[src/hdl/hsp_pkg.sv]
// Shared constants and status types for the host-synced phasor.
// No dependencies.
package hsp_pkg;

    localparam int FRAC_BITS_DEF  = 16;
    localparam int COUNT_BITS_DEF = 32;
    localparam int BEAT_LIMIT     = 100000;
    localparam int QUEUE_DEPTH    = 2;
    localparam int MARK_ROUND     = 5000;
    localparam int MARK_DEN       = 10000;

    localparam logic CMD_UPDATE = 1'b0;
    localparam logic CMD_TICK   = 1'b1;

    typedef struct packed {
        logic full;
        logic empty;
    } fifo_stat_t;

    typedef struct packed {
        logic busy;
        logic done;
    } div_stat_t;

endpackage

[src/hdl/host_synced_phasor.sv]
// Host-synced phasor: a 0..1 ramp locked to a host beat position.
// A tick word passes through the queue into the phase output register; one tick per cycle
// while the output is not stalled and no division runs. An update word whose step needs the
// bit-serial divider holds the words behind it in the queue until the quotient is back.
// Reset clears all ramp state to zero and empties the queue at once.
module host_synced_phasor
    import hsp_pkg::*;
#(
    parameter int FRAC_BITS  = FRAC_BITS_DEF,
    parameter int COUNT_BITS = COUNT_BITS_DEF
)
(
    input  logic                  clk,
    input  logic                  rst_n,
    input  logic                  item_valid,
    output logic                  item_ready,
    input  logic                  cmd,
    input  logic [FRAC_BITS+16:0] beat_position,
    input  logic                  host_playing,
    input  logic                  host_time_valid,
    output logic                  phase_valid,
    input  logic                  phase_ready,
    output logic [FRAC_BITS+1:0]  phase_out
);

    localparam int WORD_W  = FRAC_BITS + 19;
    localparam int OUT_W   = FRAC_BITS + 2;
    localparam int IdleMag = ((1 << FRAC_BITS) + MARK_ROUND) / MARK_DEN;
    localparam logic signed [OUT_W-1:0] PhaseHi = OUT_W'(1) << FRAC_BITS;
    localparam logic signed [OUT_W-1:0] PhaseLo = OUT_W'(-IdleMag);

    fifo_stat_t            q_stat;
    div_stat_t             div_stat;
    logic                  push;
    logic                  pop;
    logic [WORD_W-1:0]     word_in;
    logic [WORD_W-1:0]     word_out;
    logic                  div_start;
    logic [FRAC_BITS-1:0]  div_dividend;
    logic [COUNT_BITS-1:0] div_divisor;
    logic [FRAC_BITS-1:0]  div_quotient;

    hsp_front #(
        .FRAC_BITS (FRAC_BITS)
    ) u_front (
        .item_valid      (item_valid),
        .item_ready      (item_ready),
        .cmd             (cmd),
        .beat_position   (beat_position),
        .host_playing    (host_playing),
        .host_time_valid (host_time_valid),
        .q_stat          (q_stat),
        .push            (push),
        .word            (word_in)
    );

    hsp_fifo #(
        .WIDTH (WORD_W),
        .DEPTH (QUEUE_DEPTH)
    ) u_fifo (
        .clk   (clk),
        .rst_n (rst_n),
        .push  (push),
        .wdata (word_in),
        .pop   (pop),
        .rdata (word_out),
        .stat  (q_stat)
    );

    hsp_div #(
        .FRAC_BITS  (FRAC_BITS),
        .COUNT_BITS (COUNT_BITS)
    ) u_div (
        .clk      (clk),
        .rst_n    (rst_n),
        .start    (div_start),
        .dividend (div_dividend),
        .divisor  (div_divisor),
        .quotient (div_quotient),
        .stat     (div_stat)
    );

    hsp_back #(
        .FRAC_BITS  (FRAC_BITS),
        .COUNT_BITS (COUNT_BITS)
    ) u_back (
        .clk          (clk),
        .rst_n        (rst_n),
        .word         (word_out),
        .q_stat       (q_stat),
        .pop          (pop),
        .div_start    (div_start),
        .div_dividend (div_dividend),
        .div_divisor  (div_divisor),
        .div_quotient (div_quotient),
        .div_stat     (div_stat),
        .phase_valid  (phase_valid),
        .phase_ready  (phase_ready),
        .phase_out    (phase_out)
    );

    a_phase_range: assert property (@(posedge clk) disable iff (!rst_n)
        phase_valid |-> ($signed(phase_out) <= PhaseHi && $signed(phase_out) >= PhaseLo))
        else $error("phase word out of range");

    a_hold_while_dividing: assert property (@(posedge clk) disable iff (!rst_n)
        (div_stat.busy && phase_valid) |=> $stable(phase_out))
        else $error("phase word changed during step division");

    a_no_start_when_busy: assert property (@(posedge clk) disable iff (!rst_n)
        div_stat.busy |-> !div_start)
        else $error("divider restarted while busy");

endmodule

[src/hdl/hsp_fifo.sv]
// Short word queue between the front and back parts of the phasor.
// Depends on hsp_pkg for the status struct.
module hsp_fifo
    import hsp_pkg::*;
#(
    parameter int WIDTH = 8,
    parameter int DEPTH = QUEUE_DEPTH
)
(
    input  logic             clk,
    input  logic             rst_n,
    input  logic             push,
    input  logic [WIDTH-1:0] wdata,
    input  logic             pop,
    output logic [WIDTH-1:0] rdata,
    output fifo_stat_t       stat
);

    localparam int PTR_W = (DEPTH > 1) ? $clog2(DEPTH) : 1;
    localparam int CNT_W = $clog2(DEPTH + 1);

    logic [WIDTH-1:0] mem_reg [DEPTH];
    logic [PTR_W-1:0] wr_ptr_reg;
    logic [PTR_W-1:0] rd_ptr_reg;
    logic [CNT_W-1:0] count_reg;
    logic [PTR_W-1:0] wr_ptr_next;
    logic [PTR_W-1:0] rd_ptr_next;

    assign wr_ptr_next = (wr_ptr_reg == PTR_W'(DEPTH - 1)) ? '0 : wr_ptr_reg + 1'b1;
    assign rd_ptr_next = (rd_ptr_reg == PTR_W'(DEPTH - 1)) ? '0 : rd_ptr_reg + 1'b1;

    assign rdata      = mem_reg[rd_ptr_reg];
    assign stat.full  = (count_reg == CNT_W'(DEPTH));
    assign stat.empty = (count_reg == '0);

    always_ff @(posedge clk)
    begin
        if (push)
        begin
            mem_reg[wr_ptr_reg] <= wdata;
        end
    end

    always_ff @(posedge clk or negedge rst_n)
    begin
        if (!rst_n)
        begin
            wr_ptr_reg <= '0;
            rd_ptr_reg <= '0;
            count_reg  <= '0;
        end
        else
        begin
            if (push)
            begin
                wr_ptr_reg <= wr_ptr_next;
            end
            if (pop)
            begin
                rd_ptr_reg <= rd_ptr_next;
            end
            if (push && !pop)
            begin
                count_reg <= count_reg + 1'b1;
            end
            else if (pop && !push)
            begin
                count_reg <= count_reg - 1'b1;
            end
        end
    end

endmodule

[src/hdl/hsp_front.sv]
// Front part: takes input words, clamps the beat position and tags each word.
// Depends on hsp_pkg.
module hsp_front
    import hsp_pkg::*;
#(
    parameter int FRAC_BITS = FRAC_BITS_DEF
)
(
    input  logic                    item_valid,
    output logic                    item_ready,
    input  logic                    cmd,
    input  logic [FRAC_BITS+16:0]   beat_position,
    input  logic                    host_playing,
    input  logic                    host_time_valid,
    input  fifo_stat_t              q_stat,
    output logic                    push,
    output logic [FRAC_BITS+18:0]   word
);

    localparam int POS_W = FRAC_BITS + 17;
    localparam logic [POS_W-1:0] PosMax = POS_W'(BEAT_LIMIT) << FRAC_BITS;

    logic [POS_W-1:0] pos_clamped;
    logic             engage;

    assign pos_clamped = (beat_position > PosMax) ? PosMax : beat_position;
    assign engage      = host_playing & host_time_valid;

    assign item_ready = !q_stat.full;
    assign push       = item_valid && !q_stat.full;
    assign word       = {cmd, engage, pos_clamped};

endmodule

[src/hdl/hsp_div.sv]
// Restoring divider, one quotient bit per cycle, for the per-sample step.
// Depends on hsp_pkg for the status struct.
module hsp_div
    import hsp_pkg::*;
#(
    parameter int FRAC_BITS  = FRAC_BITS_DEF,
    parameter int COUNT_BITS = COUNT_BITS_DEF
)
(
    input  logic                  clk,
    input  logic                  rst_n,
    input  logic                  start,
    input  logic [FRAC_BITS-1:0]  dividend,
    input  logic [COUNT_BITS-1:0] divisor,
    output logic [FRAC_BITS-1:0]  quotient,
    output div_stat_t             stat
);

    localparam int CNT_W = $clog2(FRAC_BITS + 1);

    logic                  busy_reg;
    logic                  done_reg;
    logic [CNT_W-1:0]      cnt_reg;
    logic [COUNT_BITS-1:0] rem_reg;
    logic [FRAC_BITS-1:0]  quo_reg;
    logic [COUNT_BITS-1:0] den_reg;
    logic [COUNT_BITS:0]   shifted;
    logic [COUNT_BITS:0]   diff;
    logic                  ge;
    logic [COUNT_BITS-1:0] rem_next;
    logic [FRAC_BITS-1:0]  quo_next;

    assign shifted  = {rem_reg, quo_reg[FRAC_BITS-1]};
    assign diff     = shifted - {1'b0, den_reg};
    assign ge       = (shifted >= {1'b0, den_reg});
    assign rem_next = ge ? diff[COUNT_BITS-1:0] : shifted[COUNT_BITS-1:0];
    assign quo_next = {quo_reg[FRAC_BITS-2:0], ge};

    assign quotient  = quo_reg;
    assign stat.busy = busy_reg;
    assign stat.done = done_reg;

    always_ff @(posedge clk or negedge rst_n)
    begin
        if (!rst_n)
        begin
            busy_reg <= 1'b0;
            done_reg <= 1'b0;
            cnt_reg  <= '0;
            rem_reg  <= '0;
            quo_reg  <= '0;
            den_reg  <= '0;
        end
        else
        begin
            done_reg <= 1'b0;
            if (start)
            begin
                busy_reg <= 1'b1;
                cnt_reg  <= '0;
                rem_reg  <= '0;
                quo_reg  <= dividend;
                den_reg  <= divisor;
            end
            else if (busy_reg)
            begin
                rem_reg <= rem_next;
                quo_reg <= quo_next;
                cnt_reg <= cnt_reg + 1'b1;
                if (cnt_reg == CNT_W'(FRAC_BITS - 1))
                begin
                    busy_reg <= 1'b0;
                    done_reg <= 1'b1;
                end
            end
        end
    end

endmodule

[src/hdl/hsp_back.sv]
// Back part: runs host updates and sample ticks, holds the ramp state and
// the output register. Depends on hsp_pkg; drives the hsp_div divider.
module hsp_back
    import hsp_pkg::*;
#(
    parameter int FRAC_BITS  = FRAC_BITS_DEF,
    parameter int COUNT_BITS = COUNT_BITS_DEF
)
(
    input  logic                  clk,
    input  logic                  rst_n,
    input  logic [FRAC_BITS+18:0] word,
    input  fifo_stat_t            q_stat,
    output logic                  pop,
    output logic                  div_start,
    output logic [FRAC_BITS-1:0]  div_dividend,
    output logic [COUNT_BITS-1:0] div_divisor,
    input  logic [FRAC_BITS-1:0]  div_quotient,
    input  div_stat_t             div_stat,
    output logic                  phase_valid,
    input  logic                  phase_ready,
    output logic [FRAC_BITS+1:0]  phase_out
);

    localparam int POS_W  = FRAC_BITS + 17;
    localparam int WORD_W = POS_W + 2;
    localparam int OUT_W  = FRAC_BITS + 2;
    localparam int STEP_W = FRAC_BITS + 1;
    localparam int SUM_W  = FRAC_BITS + 3;
    localparam int IdleMag = ((1 << FRAC_BITS) + MARK_ROUND) / MARK_DEN;
    localparam logic [OUT_W-1:0]        IdlePhase = OUT_W'(-IdleMag);
    localparam logic [STEP_W-1:0]       StepOne   = {1'b1, {FRAC_BITS{1'b0}}};
    localparam logic signed [SUM_W-1:0] SumOne    = {3'b001, {FRAC_BITS{1'b0}}};

    typedef enum logic {
        ST_IDLE,
        ST_DIVIDE
    } state_t;

    state_t                  state_reg;
    logic [POS_W-1:0]        last_position_reg;
    logic [FRAC_BITS-1:0]    last_fraction_reg;
    logic [STEP_W-1:0]       phase_step_reg;
    logic signed [OUT_W-1:0] ramp_phase_reg;
    logic [COUNT_BITS-1:0]   samples_reg;
    logic                    phase_valid_reg;
    logic [OUT_W-1:0]        phase_out_reg;

    logic                    is_tick;
    logic                    engage;
    logic [POS_W-1:0]        pos;
    logic [FRAC_BITS-1:0]    frac;
    logic [FRAC_BITS-1:0]    delta;
    logic                    active;
    logic                    can_emit;
    logic                    samples_zero;
    logic signed [SUM_W-1:0] sum;
    logic signed [SUM_W-1:0] wrapped;
    logic [OUT_W-1:0]        phase_next;

    assign is_tick = (word[WORD_W-1] == CMD_TICK);
    assign engage  = word[POS_W];
    assign pos     = word[POS_W-1:0];
    assign frac    = pos[FRAC_BITS-1:0];
    assign delta   = frac - last_fraction_reg;
    assign active  = (pos != last_position_reg) && engage;

    assign samples_zero = (samples_reg == '0);
    assign can_emit     = !phase_valid_reg || phase_ready;

    assign sum = $signed({{(SUM_W - OUT_W){ramp_phase_reg[OUT_W-1]}}, ramp_phase_reg})
               + $signed({{(SUM_W - STEP_W){1'b0}}, phase_step_reg});
    assign wrapped    = (sum > SumOne) ? sum - SumOne : sum;
    assign phase_next = wrapped[OUT_W-1:0];

    assign pop = (state_reg == ST_IDLE) && !q_stat.empty && (!is_tick || can_emit);
    assign div_start = (state_reg == ST_IDLE) && !q_stat.empty && !is_tick
                     && active && !samples_zero;
    assign div_dividend = delta;
    assign div_divisor  = samples_reg;

    assign phase_valid = phase_valid_reg;
    assign phase_out   = phase_out_reg;

    always_ff @(posedge clk or negedge rst_n)
    begin
        if (!rst_n)
        begin
            state_reg         <= ST_IDLE;
            last_position_reg <= '0;
            last_fraction_reg <= '0;
            phase_step_reg    <= '0;
            ramp_phase_reg    <= '0;
            samples_reg       <= '0;
            phase_valid_reg   <= 1'b0;
            phase_out_reg     <= '0;
        end
        else
        begin
            if (phase_valid_reg && phase_ready && !(pop && is_tick))
            begin
                phase_valid_reg <= 1'b0;
            end
            unique case (state_reg)
                ST_IDLE:
                begin
                    if (pop && is_tick)
                    begin
                        ramp_phase_reg  <= phase_next;
                        phase_out_reg   <= phase_next;
                        phase_valid_reg <= 1'b1;
                        if (!(&samples_reg))
                        begin
                            samples_reg <= samples_reg + 1'b1;
                        end
                    end
                    else if (pop)
                    begin
                        samples_reg <= '0;
                        if (active)
                        begin
                            last_position_reg <= pos;
                            last_fraction_reg <= frac;
                            ramp_phase_reg    <= {2'b00, frac};
                            if (samples_zero)
                            begin
                                phase_step_reg <= (delta != '0) ? StepOne : '0;
                            end
                            else
                            begin
                                state_reg <= ST_DIVIDE;
                            end
                        end
                        else
                        begin
                            ramp_phase_reg    <= IdlePhase;
                            phase_step_reg    <= '0;
                            last_fraction_reg <= '0;
                        end
                    end
                end
                ST_DIVIDE:
                begin
                    if (div_stat.done)
                    begin
                        phase_step_reg <= {1'b0, div_quotient};
                        state_reg      <= ST_IDLE;
                    end
                end
                default:
                begin
                    state_reg <= ST_IDLE;
                end
            endcase
        end
    end

endmodule

[config.mk]
export PLATFORM = sky130hd
export DESIGN_NAME = host_synced_phasor
export DESIGN_NICKNAME = d
export VERILOG_FILES = /design/src/hdl/hsp_pkg.sv /design/src/hdl/host_synced_phasor.sv /design/src/hdl/hsp_fifo.sv /design/src/hdl/hsp_front.sv /design/src/hdl/hsp_div.sv /design/src/hdl/hsp_back.sv
export SDC_FILE = /design/constraint.sdc
export NUM_CORES = 1
export LEC_CHECK = 0
export BUFFER_PORTS_ARGS = -buffer_cell sky130_fd_sc_hd__buf_2
export CAP_MARGIN = 20
export CORE_AREA = 2 2 177 179
export DETAILED_ROUTE_END_ITERATION = 12
export DIE_AREA = 0 0 179 181
export PLACE_DENSITY = 0.71
export SETUP_SLACK_MARGIN = 0.1
export SKIP_LAST_GASP = 1
export SYNTH_ARGS = -nofsm -noshare
export SYNTH_HDL_FRONTEND = slang
export SYNTH_HIERARCHICAL = 1
export SYNTH_SLANG_ARGS = --single-unit
[constraint.sdc]
create_clock -name clk -period 5.3 [get_ports clk]
set_clock_uncertainty 0.2 [all_clocks]
set_input_delay 0.53 -clock clk [delete_from_list [all_inputs] [get_ports clk]]
set_output_delay 0.53 -clock clk [all_outputs]
set_load 0.005 [all_outputs]
After elaboration in Yosys (flattened, before gate mapping)

Memories as Yosys holds them, arrays and structs flattened.
Index checks and enable logic that the tools add are counted.

Memories kept: 1
Input bits: 40
ROM bits: 0
Output and inout bits: 20
Bits in writable memories: 70
Latch bits: 0
Register bits: 227
Word-level logic and storage cells: 121

Mux-type cells: 44
Shift operators: 0
Eq/ne operators: 8
Reduce and logical (&&, ||, !) cells: 35
Multipliers: 0
Bitwise gates (word level): 3
Order comparisons: 3
Add/sub/neg operators: 10
Divide/modulo/power cells: 0

Memories:

| memory         | depth | bits a word | read ports | clocked after memory_dff | wr ports | RTL line       | RTL |
|---|---|---|---|---|---|---|---|
| u_fifo.mem_reg | 2     | 35          | 1          | 0                        | 1        | hsp_fifo.sv:22 | `logic [WIDTH-1:0] mem_reg [DEPTH];` |

Operators by type and width:

| operator                                                                          | number |
|---|---|
| 32-bit 2-to-1 mux                                                                 | 6 |
| 17-bit 2-to-1 mux                                                                 | 6 |
| 18-bit 2-to-1 mux                                                                 | 4 |
| 16-bit 2-to-1 mux                                                                 | 3 |
| 17-bit case mux with 2 select lines                                               | 1 |
| 33-bit by 32-bit >= comparator with 1-bit output                                  | 1 |
| 33-bit greater-than comparator, second input constant                             | 1 |
| 33-bit 2-to-1 mux                                                                 | 1 |
| 33-bit != test                                                                    | 1 |
| 32-bit by 1-bit adder with 32-bit output, second input constant                   | 1 |
| 32-bit logical NOT                                                                | 1 |
| 32-bit AND reduction                                                              | 1 |
| 32-bit subtractor                                                                 | 1 |
| 18-bit by 18-bit adder with 19-bit output                                         | 1 |
| 19-bit by 18-bit greater-than comparator with 1-bit output, second input constant | 1 |
| 1-bit 2-to-1 mux                                                                  | 18 |
| 18-bit subtractor, second input constant                                          | 1 |
| 16-bit nonzero test                                                               | 1 |
| 16-bit subtractor                                                                 | 1 |
| 1-bit logical AND                                                                 | 12 |
| 5-bit 2-to-1 mux                                                                  | 2 |
| 1-bit logical NOT                                                                 | 8 |
| 4-bit AND reduction                                                               | 2 |
| 2-bit != test, second input constant                                              | 3 |
| 17 further kinds                                                                  | 25 |

Logic depth before layout (Yosys ltp)

Gate-level depths: netlist of the first run.

Depth in word-level cells: 10
Gate-level depth with buffers: 17
Depth with buffers taken out: 17

By module

Netlist of the first run, hierarchy kept.

Modules (own cells, without submodules):

| module    | times used | area each (sq um) | cells an instance | seq. area each (sq um) |
|---|---|---|---|---|
| hsp_back  | 1          | 7556.0            | 860               | 3403.3 |
| hsp_div   | 1          | 5733.0            | 681               | 2177.1 |
| hsp_fifo  | 1          | 2862.7            | 125               | 2202.1 |
| hsp_front | 1          | 347.8             | 56                | 0.0 |

Least setup slack after synthesis of the first run

No wires, ideal clock.

Path kind: reg2reg
Start: register u_fifo.rd_ptr_reg
End: register u_back.phase_step_reg[16]
Clock period less this slack: 4200 ps
Stages on the path, launching flop included: 16
Slack: 1100 ps
Buffers on the path: 2
Library setup time: 129 ps
Data arrival time: 3871 ps
Required time: 4971 ps
Cell sequence: dfrtp_1 > buf_6 > buf_12 > mux2_4 > inv_1 > ha_1 > fa_1 > nor2b_1 > o21ai_1 > and2_1 > xnor2_1 > or4_1 > or4_1 > or4_1 > or3_1 > o41a_1

Longest elaborated chain between the ends: 9
Elaborated cells on any way between the ends: 19
Classes of those cells: add/sub (1); eq/ne (4); mux (6); reduce/logical (7); memory (1)

Ends and longest elaborated chain:

| item                                | RTL line                 | RTL |
|---|---|---|
| from (decl)                         | hsp_fifo.sv:24           | `logic [PTR_W-1:0] rd_ptr_reg;` |
| from (signal assigned)              | hsp_fifo.sv:60           | `rd_ptr_reg <= rd_ptr_next;` |
| memory 2 x 35 bit                   | --                       |  |
| named net word_out[0]               | host_synced_phasor.sv:37 | `logic [WORD_W-1:0] word_out;` |
| 16-bit subtractor                   | hsp_back.sv:65           | `assign delta = frac - last_fraction_reg;` |
| named net div_dividend[4]           | host_synced_phasor.sv:39 | `logic [FRAC_BITS-1:0] div_dividend;` |
| 16-bit nonzero test                 | hsp_back.sv:127          | `phase_step_reg <= (delta != '0) ? StepOne : '0;` |
| 17-bit 2-to-1 mux                   | hsp_back.sv:127          |  |
| 17-bit 2-to-1 mux                   | hsp_back.sv:125          | `if (samples_zero)` |
| 17-bit 2-to-1 mux                   | hsp_back.sv:120          | `if (active)` |
| 17-bit 2-to-1 mux                   | hsp_back.sv:117          | `else if (pop)` |
| 17-bit 2-to-1 mux                   | hsp_back.sv:107          | `if (pop && is_tick)` |
| 17-bit case mux with 2 select lines | hsp_back.sv:104          | `unique case (state_reg)` |
| to (signal assigned)                | hsp_back.sv:127          |  |
| to (signal assigned)                | hsp_back.sv:146          | `phase_step_reg <= {1'b0, div_quotient};` |
| to (decl)                           | hsp_back.sv:43           | `logic [STEP_W-1:0] phase_step_reg;` |

The timed path passes the listed nets, and every way through them passes these cells. The select of a mux whose other input is x is not followed.
A chain may end at the register's enable or synchronous reset.

Worst setup path in the final report of the first run

Start: register u_fifo.rd_ptr_reg
End: register u_back.phase_step_reg[16]

Longest elaborated chain between the ends: 9
Elaborated cells on any way between the ends: 19
Classes of those cells: add/sub (1); eq/ne (4); mux (6); reduce/logical (7); memory (1)

Ends and longest elaborated chain:

| item                                | RTL line |
|---|---|
| memory 2 x 35 bit *                 | -- |
| named net word_out[0]               | host_synced_phasor.sv:37 |
| 16-bit subtractor                   | hsp_back.sv:65 |
| 16-bit nonzero test                 | hsp_back.sv:127 |
| 17-bit 2-to-1 mux                   | hsp_back.sv:127 |
| 17-bit 2-to-1 mux                   | hsp_back.sv:125 |
| 17-bit 2-to-1 mux                   | hsp_back.sv:120 |
| 17-bit 2-to-1 mux                   | hsp_back.sv:117 |
| 17-bit 2-to-1 mux                   | hsp_back.sv:107 |
| 17-bit case mux with 2 select lines | hsp_back.sv:104 |

Mark *: on every way through the listed nets, which the timed path passes. The rest lies on a longest branch. The select of a mux whose other input is x is not followed.

==> reports/qor.yml, run 1 <==
layout:
  fill_cells: 2517
  drive_gt1_share_pct: 11.4
  layoutNonFillerInstCount: 2176
  largest_reg_flops: 70
  antenna_cells: 0
  syn_to_final_growth_pct: 10.6
  nets: 1868
sta:
  hold_violations: 0
  rsz0062_at_grt: "false"
  fin_crit_sh_pct: 91.3
  tightest_slew_ns: 0.944
  relSlewSlack_pct: 37.1
  fmax_ghz: 0.207
  finalSetupTns_ns: 0
  fin_crit_ns: 4.84
  drv_slew: 0
  fin_ws_ns: 0.459
  finalSetupViolations: 0
floorplanning:
  dieArea_mm2: 0.0324
  dieWidth_um: 179
  fp.dieH_um: 181
  io_pins: 60
  start_util_pct: 54.3
  fp.coreArea_mm2: 0.0303
  rows: 64
clock_network:
  cts_max_path_buffers: 3
  cts_made_buffers: 34
  cts.sink_count: 297
  clk_latency_ns: 0.50
  clk_transition_reported_paths_ns: 0.06
  cts.htree.levels: 2
  cts_tree: "built"
  cts_setup_buffers: 0
  root_buffer: "clkbuf_16"
worst_hold_path:
  min_delay_path_depth: 1
  worstHoldStart: "cmd"
  hold_path.class: "in -> reg"
setup_path:
  slowest_stage: "dfrtp_2"
  cp-end-kind: "register"
  startpoint_type: "register"
  reg2reg_depth: 12
  cpPeakStageDelay_ns: 0.55
  path_max_fanout: 27
  cp_cell_sequence: "buf_12 > mux2_4 > xor2_1 > nor4_1 > nand4_1 > o41ai_2 > and2_1 > nor2_2 > or4_1 > or4_1 > or3_1 > o41a_1"
  path_class: "reg -> reg"
  reg2reg_from: "u_fifo/rd_ptr_reg"
  startpoint: "u_fifo/rd_ptr_reg"
  required_ns: 5.47
  crit_top_cell: "or4_1"
  crit_arrival_ns: 5.02
drt:
  via_per_inst: 5.80
  drt_wl_total_um: 39200
  drt_pre_antenna_iters: 5
  post_drt_wl_per_cell_um: 18.0
  final_antenna_net_count: 0
  remaining_drc_errors: 0
  vias: 12624
  drt_iter0_markers: 947
run:
  cap_viol_max_count: 0
logic_synthesis:
  yosysWarnings: 6
  syn_inst: 1721
  syn_area_mm2: 0.0165
  synth_fp_nets: 1834
  syn_avg_cell_area_um2: 9.58
global_route:
  grt_usage_pct: 24.8
  grt_max_degree: 121
  grt_pass1_vias: 12531
  overflow: 0
  grt_pass1_wl_um: 64500
  antenna_found_initial: 0
placement:
  hpwlAfterDp_um: 27500
  pre_cts_ws_ns: 0.350
  dp.cells: 2113
  gp_congestion: 0.902
  io_buffers: 59
power:
  total_power_mw: 12.2
  irDropWorstVdd_mv: 0.402
  p_leak_nw: 8.06
  power_density_mw_per_mm2: 666
outcome:
  outcome: "completed"
==> critical path: cells and delay by family (launching register included) <==
kind / cells / cell delay [ns]
flops: 1 / 0.55
xor+xnor: 1 / 0.16
compound gates: 2 / 0.89
mux: 1 / 0.33
simple gates: 7 / 2.30
buf+inv: 1 / 0.27
==> per-layer routing <==
metal / wire length [um] / GRT usage, % / vias up
met3: 1800 / 3.03 / 79
met4: 1430 / 9.46 / 0
met2: 18700 / 40.5 / 336
met5: 0 / 0 / -
met1: 17300 / 33.6 / 6123
li1: - / - / 6086
==> per-stage QoR <==
step	cell area, um^2	hold WS [ns]	util, %
final	18200	0.0153	60.1
after CTS	18200	0.000188	60.1
after global placement	17100	0.254	56.3
after global routing	18200	0.00599	60.1
after detailed placement	17100	0.258	56.3
after floorplan	16500	0.0344	-
==> where the power goes <==
part	internal, mW	switching [mW]	total [mW]	leakage (nW)
Sequential	3.14	0.492	3.63	3.51
Clock	1.43	0.923	2.35	0.561
Combinational	2.46	3.71	6.17	3.99
==> worst paths after layout <==
kind / to / slack, ns
hold reg to reg: u_back/phase_out[5] / 0.27
hold / removal: u_fifo/mem_reg[0][34] / 0.02
min in group asynchronous: u_div/rem_reg[18] / 0.50
max in group asynchronous: u_fifo/rd_ptr_reg / 3.22
setup reg to reg: u_back/phase_step_reg[16] / 0.46
setup / recovery: u_back/phase_step_reg[16] / 0.46
==> layout make-up <==
cell class	instances	area, um^2	area share (%)
Tap cell	396	495	2.72
Clock buffer	46	967	5.30
Sequential cell	297	7780	42.7
Inverter	79	297	1.63
Clock inverter	15	156	0.857
Multi-Input combinational cell	1261	8030	44.0
Timing Repair Buffer	82	513	2.81
==> layout by cell type, fill, tap and decap left out, types with 35 or more instances in the layout <==
cell	instances
nand2_1	308
buf_2	58
dfrtp_1	225
clkbuf_16	35
and2_1	36
xor2_1	77
ha_1	70
o21ai_0	130
nor2_1	121
a21oi_1	62
edfxtp_1	70
xnor2_1	35
inv_1	78
==> timing repair <==
| action | in CTS | in global routing |
|---|---|---|
| gates resized for setup | 0 | 0 |
| hold buffers | 1 | 0 |
| endpoints found under the hold margin | 107 | 0 |
(Power assumes the default switching activity.)
==> run 2, diff against run 1 <==
CELL_PAD_IN_SITES_DETAIL_PLACEMENT = 1   (was not set)
CELL_PAD_IN_SITES_GLOBAL_PLACEMENT = 1   (was not set)
CORE_AREA = 2 2 187 189   (was 2 2 177 179)
DIE_AREA = 0 0 189 191   (was 0 0 179 181)
PLACE_DENSITY = not set   (was 0.71)
PLACE_DENSITY_LB_ADDON = 0.1   (was not set)
==> reports/qor.yml, run 2 (same netlist as run 1, synthesis figures left out) <==
sta:
  finalSetupViolations: 0  # unchanged
  finalSetupTns_ns: 0  # unchanged
  drv_slew: 0  # unchanged
  fmax_ghz: 0.208  # was 0.207 GHz
  fin_ws_ns: 0.494  # was 0.459 ns
  fin_crit_sh_pct: 90.7  # was 91.3%
  rsz0062_at_grt: "false"  # unchanged
  hold-worst-slack_ns: 0.0264  # was 0.0153 ns
  fin_crit_ns: 4.81  # was 4.84 ns
  tightest_slew_ns: 0.972  # was 0.944 ns
  relSlewSlack_pct: 35.2  # was 37.1%
  hold_violations: 0  # unchanged
global_route:
  grt_max_degree: 93  # was 121
  grt_pass1_wl_um: 75600  # was 64500 um
  overflow: 0  # unchanged
  antenna_found_initial: 0  # unchanged
  grt_usage_pct: 26.5  # was 24.8%
  grt_pass1_vias: 13700  # was 12531
floorplanning:
  start_util_pct: 48.3  # was 54.3%
  fp.dieH_um: 191  # was 181 um
  dieWidth_um: 189  # was 179 um
  rows: 68  # was 64
  dieArea_mm2: 0.0361  # was 0.0324 mm^2
  fp.coreArea_mm2: 0.0341  # was 0.0303 mm^2
  io_pins: 60  # unchanged
setup_path:
  timing.rr.end: "u_back/phase_step_reg[16]"  # unchanged
  cp_cell_sequence: "buf_12 > mux2_4 > xor2_1 > nor4_1 > nand4_1 > o41ai_2 > and2_1 > nor2_2 > or4_1 > or4_1 > or3_1 > o41a_1"  # unchanged
  reg2reg_depth: 12  # unchanged
  path_class: "reg -> reg"  # unchanged
  crit_arrival_ns: 5.02  # about the same
  slowest_stage: "dfrtp_2"  # unchanged
  path_max_fanout: 16  # was 27
  cpPeakStageDelay_ns: 0.73  # was 0.55 ns
  reg2reg_setup_slack_ns: 0.49  # was 0.46 ns
  required_ns: 5.51  # was 5.47 ns
  startpoint_type: "register"  # unchanged
  critPathBufInv: 1  # unchanged
  cp_top_family: "simple AND/OR/NAND/NOR gates"  # unchanged
  reg2reg_from: "u_fifo/rd_ptr_reg"  # unchanged
  cp-end-kind: "register"  # unchanged
  crit_top_cell: "or4_1"  # unchanged
  path_depth: 12  # unchanged
worst_hold_path:
  hold_path.class: "in -> reg"  # unchanged
  hold_path_end: "u_fifo/mem_reg[1][32]"  # was u_fifo/mem_reg[0][34]
  min_delay_path_depth: 1  # unchanged
  worstHoldStart: "beat_position[32]"  # was cmd
placement:
  placed_area_mm2: 0.0172  # was 0.0171 mm^2
  hpwlAfterDp_um: 33700  # was 27500 um
  gp_congestion: 0.875  # was 0.902
  io_buffers: 59  # unchanged
  pre_cts_ws_ns: 0.527  # was 0.350 ns
clock_network:
  cts_made_buffers: 35  # was 34
  clk_latency_ns: 0.53  # was 0.50 ns
  clk_transition_reported_paths_ns: 0.06  # about the same
  root_buffer: "clkbuf_16"  # unchanged
  cts.sink_count: 297  # unchanged
  cts_tree: "built"  # unchanged
  cts_max_path_buffers: 3  # unchanged
  cts.htree.levels: 2  # unchanged
power:
  p_seq_share_pct: 29.2  # was 29.9%
  total_power_mw: 12.6  # was 12.2 mW
  p_leak_nw: 8.13  # was 8.06 nW
  power.switching_mw: 5.37  # was 5.12 mW
  power_density_mw_per_mm2: 680  # was 666 mW/mm^2
  irDropWorstVdd_mv: 0.465  # was 0.402 mV
  p_int_mw: 7.18  # was 7.03 mW
  pwr-share-comb_pct: 50.6  # was 50.8%
  swShare_pct: 42.8  # was 42.2%
  pwr-share-clk_pct: 20.2  # was 19.3%
drt:
  drt_pre_antenna_iters: 4  # was 5
  final_antenna_net_count: 0  # unchanged
  via_per_inst: 5.72  # was 5.80
  remaining_drc_errors: 0  # unchanged
  post_drt_wl_per_cell_um: 20.8  # was 18.0 um
  drt_wl_total_um: 46700  # was 39200 um
  drt_iter0_markers: 631  # was 947
  vias: 12854  # was 12624
layout:
  nets: 1877  # was 1868
  final_common_cell: "nand2_1"  # unchanged
  final_area_mm2: 0.0185  # was 0.0182 mm^2
  largest_reg_flops: 70  # unchanged
  syn_to_final_growth_pct: 11.9  # was 10.6%
  final_cell_mix: "nand2_1, dfrtp_1, o21ai_0"  # unchanged
  antenna_cells: 0  # unchanged
  drive_gt1_share_pct: 11.6  # was 11.4%
outcome:
  outcome: "completed"  # unchanged
run:
  cap_viol_max_count: 0  # unchanged
[run 2: cell count changes in the layout (fill, tap and decap cells not counted), moves of 2 or more]
cell,change
dlygate4sd3_1,+2
buf_4,+7
clkbuf_1,+4
clkinv_2,-7
clkbuf_8,+3
[run 2: metal layers]
| metal | vias to the layer above | track usage [%] | part of all wire (%) |
|---|---|---|---|
| met5 | - | 0 | 0 |
| met4 | 0 | 9.62 | 3.2 |
| met3 | 91 | 3.19 | 3.1 |
| met2 | 215 | 47.9 | 51 |
| met1 | 6452 | 32.5 | 42 |
| li1 | 6096 | - | - |
[run 2: how the worst max path moves through the flow]
| stage | from | endpoint | slack, ns |
|---|---|---|---|
| final | u_fifo/rd_ptr_reg | u_back/phase_step_reg[16] | 0.49 |
| after global routing | u_fifo/rd_ptr_reg | u_back/phase_step_reg[16] | 0.41 |
| after CTS | u_fifo/rd_ptr_reg | u_back/phase_step_reg[16] | 0.51 |
| after detailed placement | u_fifo/rd_ptr_reg | u_back/phase_step_reg[16] | 0.53 |
| after global placement | u_fifo/rd_ptr_reg | u_back/phase_step_reg[16] | 0.63 |
| after floorplan | u_fifo/rd_ptr_reg | u_back/phase_step_reg[16] | 1.10 |
[run 2: cell type report]
type                       count  area, um^2
multi-input combinational   1261        8030
tap                          455         569
sequential                   297        7780
inverter                      79         297
fill                        3868       15700
timing repair buffer          90         571
clock buffer                  54        1050
clock inverter                10         164
[run 2: power groups by stage]
stage / Sequential [mW] / Combinational [mW] / Clock [mW]
2_1_floorplan: 3.51 / 4.62 / 0
3_3_place_gp: 3.67 / 6.12 / 0
3_5_place_dp: 3.69 / 6.31 / 0
4_1_cts: 3.67 / 6.38 / 2.59
5_1_grt: 3.75 / 7.06 / 2.68
6_report: 3.66 / 6.36 / 2.53
[run 2: what timing repair did]
item | in CTS | in global routing
endpoints found under the hold margin | 92 | 0
setup buffers | 0 | 0
resized for setup | 0 | 0
hold buffers | 3 | 0
[run 2: metrics by stage]
stage,std cells,util [%]
final,2246,54.1
after global placement,2179,50.5
after floorplan,1721,-
after detailed placement,2179,50.5
after global routing,2246,54.1
after CTS,2246,54.1
==> run 3, diff against run 2 <==
==> constraint.sdc (replaced) <==
create_clock -name clk -period 5.3 [get_ports clk]
set_clock_uncertainty 0.2 [all_clocks]
set_input_delay 0.265 -clock clk [delete_from_list [all_inputs] [get_ports clk]]
set_output_delay 0.265 -clock clk [all_outputs]
set_load 0.005 [all_outputs]
==> reports/qor.yml, run 3 (same netlist as run 1, synthesis figures left out) <==
outcome:
  outcome: "completed"  # unchanged
drt:
  via_per_inst: 5.71  # was 5.72
  post_drt_wl_per_cell_um: 21.0  # was 20.8 um
  vias: 13027  # was 12854
  drt_pre_antenna_iters: 5  # was 4
  drt_iter0_markers: 549  # was 631
  final_antenna_net_count: 0  # unchanged
  remaining_drc_errors: 0  # unchanged
  drt_wl_total_um: 48000  # was 46700 um
power:
  power_density_mw_per_mm2: 675  # was 680 mW/mm^2
  p_leak_nw: 8.31  # was 8.13 nW
  p_seq_share_pct: 28.8  # was 29.2%
  p_int_mw: 7.30  # was 7.18 mW
  pwr-share-comb_pct: 50.3  # was 50.6%
  total_power_mw: 12.7  # was 12.6 mW
  pwr-share-clk_pct: 20.9  # was 20.2%
  swShare_pct: 42.7  # was 42.8%
  power.switching_mw: 5.44  # was 5.37 mW
  irDropWorstVdd_mv: 0.336  # was 0.465 mV
layout:
  antenna_cells: 0  # unchanged
  nets: 1913  # was 1877
  final_cell_mix: "nand2_1, dfrtp_1, o21ai_0"  # unchanged
  drive_gt1_share_pct: 11.5  # was 11.6%
  final_common_cell: "nand2_1"  # unchanged
  largest_reg_flops: 70  # unchanged
  layoutNonFillerInstCount: 2281  # was 2246
  syn_to_final_growth_pct: 14.5  # was 11.9%
  ff_latch_area_mm2: 0.00778  # unchanged
  multiInputGateArea_mm2: 0.00803  # unchanged
  fill_cells: 3817  # was 3868
setup_path:
  cpPeakStageDelay_ns: 0.72  # was 0.73 ns
  critPathBufInv: 1  # unchanged
  crit_arrival_ns: 4.99  # was 5.02 ns
  crit_top_cell: "or4_1"  # unchanged
  cp_top_family: "simple AND/OR/NAND/NOR gates"  # unchanged
  reg2reg_from: "u_fifo/rd_ptr_reg"  # unchanged
  cp-end-kind: "register"  # unchanged
  required_ns: 5.51  # about the same
  startpoint_type: "register"  # unchanged
  slowest_stage: "dfrtp_2"  # unchanged
  cp_cell_sequence: "buf_12 > mux2_4 > xor2_1 > nor4_1 > nand4_1 > o41ai_2 > and2_1 > nor2_2 > or4_1 > or4_1 > or3_1 > o41a_1"  # unchanged
  path_max_fanout: 16  # unchanged
  startpoint: "u_fifo/rd_ptr_reg"  # unchanged
  path_class: "reg -> reg"  # unchanged
sta:
  fmax_ghz: 0.209  # was 0.208 GHz
  finalSetupTns_ns: 0  # unchanged
  fin_ws_ns: 0.514  # was 0.494 ns
  fin_crit_sh_pct: 90.3  # was 90.7%
  finalSetupViolations: 0  # unchanged
  rsz0062_at_grt: "false"  # unchanged
  hold_violations: 0  # unchanged
  fin_crit_ns: 4.79  # was 4.81 ns
  drv_slew: 0  # unchanged
  tightest_slew_ns: 1.11  # was 0.972 ns
  relSlewSlack_pct: 25.5  # was 35.2%
clock_network:
  cts.sink_count: 297  # unchanged
  clk_latency_ns: 0.53  # about the same
  cts_max_path_buffers: 3  # unchanged
  cts_tree: "built"  # unchanged
  cts.htree.levels: 2  # unchanged
  clk_transition_reported_paths_ns: 0.06  # about the same
  cts_made_buffers: 36  # was 35
  root_buffer: "clkbuf_16"  # unchanged
global_route:
  grt_max_degree: 93  # unchanged
  grt_usage_pct: 27.1  # was 26.5%
  grt_pass1_wl_um: 77500  # was 75600 um
  grt_pass1_vias: 13938  # was 13700
  antenna_found_initial: 0  # unchanged
  overflow: 0  # unchanged
floorplanning:
  fp.coreArea_mm2: 0.0341  # unchanged
  dieArea_mm2: 0.0361  # unchanged
  dieWidth_um: 189  # unchanged
  io_pins: 60  # unchanged
  fp.dieH_um: 191  # unchanged
  start_util_pct: 48.3  # unchanged
  rows: 68  # unchanged
placement:
  dp.cells: 2178  # was 2179
  io_buffers: 59  # unchanged
  hpwlAfterDp_um: 34000  # was 33700 um
  pre_cts_ws_ns: 0.563  # was 0.527 ns
  gp_congestion: 0.870  # was 0.875
run:
  cap_viol_max_count: 0  # unchanged
worst_hold_path:
  hold_path.class: "in -> async"  # was in -> reg
[run 3: cell count changes in the layout (fill, tap and decap cells not counted)]
cell | before | now
bufinv_16 | 4 | 6
buf_4 | 26 | 25
clkbuf_1 | 10 | 6
dlygate4sd3_1 | 3 | 39
clkinv_2 | 3 | 4
inv_16 | 0 | 1
[run 3: path summary, 6_finish.rpt]
path,end,slack [ns],cells after the start
setup / recovery,u_back/phase_step_reg[16],0.51,12
min in group clk,u_back/phase_out[1],0.27,1
setup reg to reg,u_back/phase_step_reg[16],0.51,12
max in group asynchronous,u_div/busy_reg,3.52,3
hold / removal,u_div/den_reg[23],0.11,2
hold reg to reg,u_back/phase_out[1],0.27,1
[run 3: area by class of cell]
cell class              instances  share of cell area [%]
well taps                     455                    3.01
clock inverters                14                    1.32
clock buffers                  50                    5.47
inverters                      79                    1.57
flip-flops and latches        297                    41.2
repair buffers                125                    4.89
multi-input cells            1261                    42.5
[run 3: power groups by stage]
| stage | registers [mW] | logic, mW | clock network [mW] |
|---|---|---|---|
| after detailed placement | 3.69 | 6.33 | 0 |
| after CTS | 3.67 | 6.42 | 2.71 |
| after floorplan | 3.51 | 4.62 | 0 |
| after global placement | 3.67 | 6.11 | 0 |
| final | 3.67 | 6.42 | 2.66 |
| after global routing | 3.75 | 7.11 | 2.79 |
[run 3: metrics by stage]
stage | util, % | cell area [um^2] | hold slack [ns]
floorplan | - | 16500 | -0.231
detailed placement | 50.4 | 17200 | 0.128
CTS | 55.4 | 18900 | 0.161
global placement | 50.4 | 17200 | 0.138
finish | 55.4 | 18900 | 0.114
global route | 55.4 | 18900 | 0.186
[run 3: worst register-to-register path: cells and delay by family (launching register included)]
family / cells / cell delay [ns]
simple gates: 7 / 2.16
compound gates: 2 / 0.89
flops: 1 / 0.72
mux: 1 / 0.32
buf+inv: 1 / 0.23
xor+xnor: 1 / 0.14
[run 3: layer usage]
metal / global-route usage, % / vias up / part of all wire (%)
met3: 3.16 / 69 / 2.7
met1: 33.1 / 6595 / 43
met2: 50.3 / 188 / 52
met5: 0 / - / 0
met4: 7.96 / 0 / 2.6
li1: - / 6175 / -
[run 3: what timing repair did]
item                      4_1_cts  5_1_grt
hold buffers                   39        0
setup buffers                   0        0
gates resized for setup         0        0
hold endpoints to repair      161        0
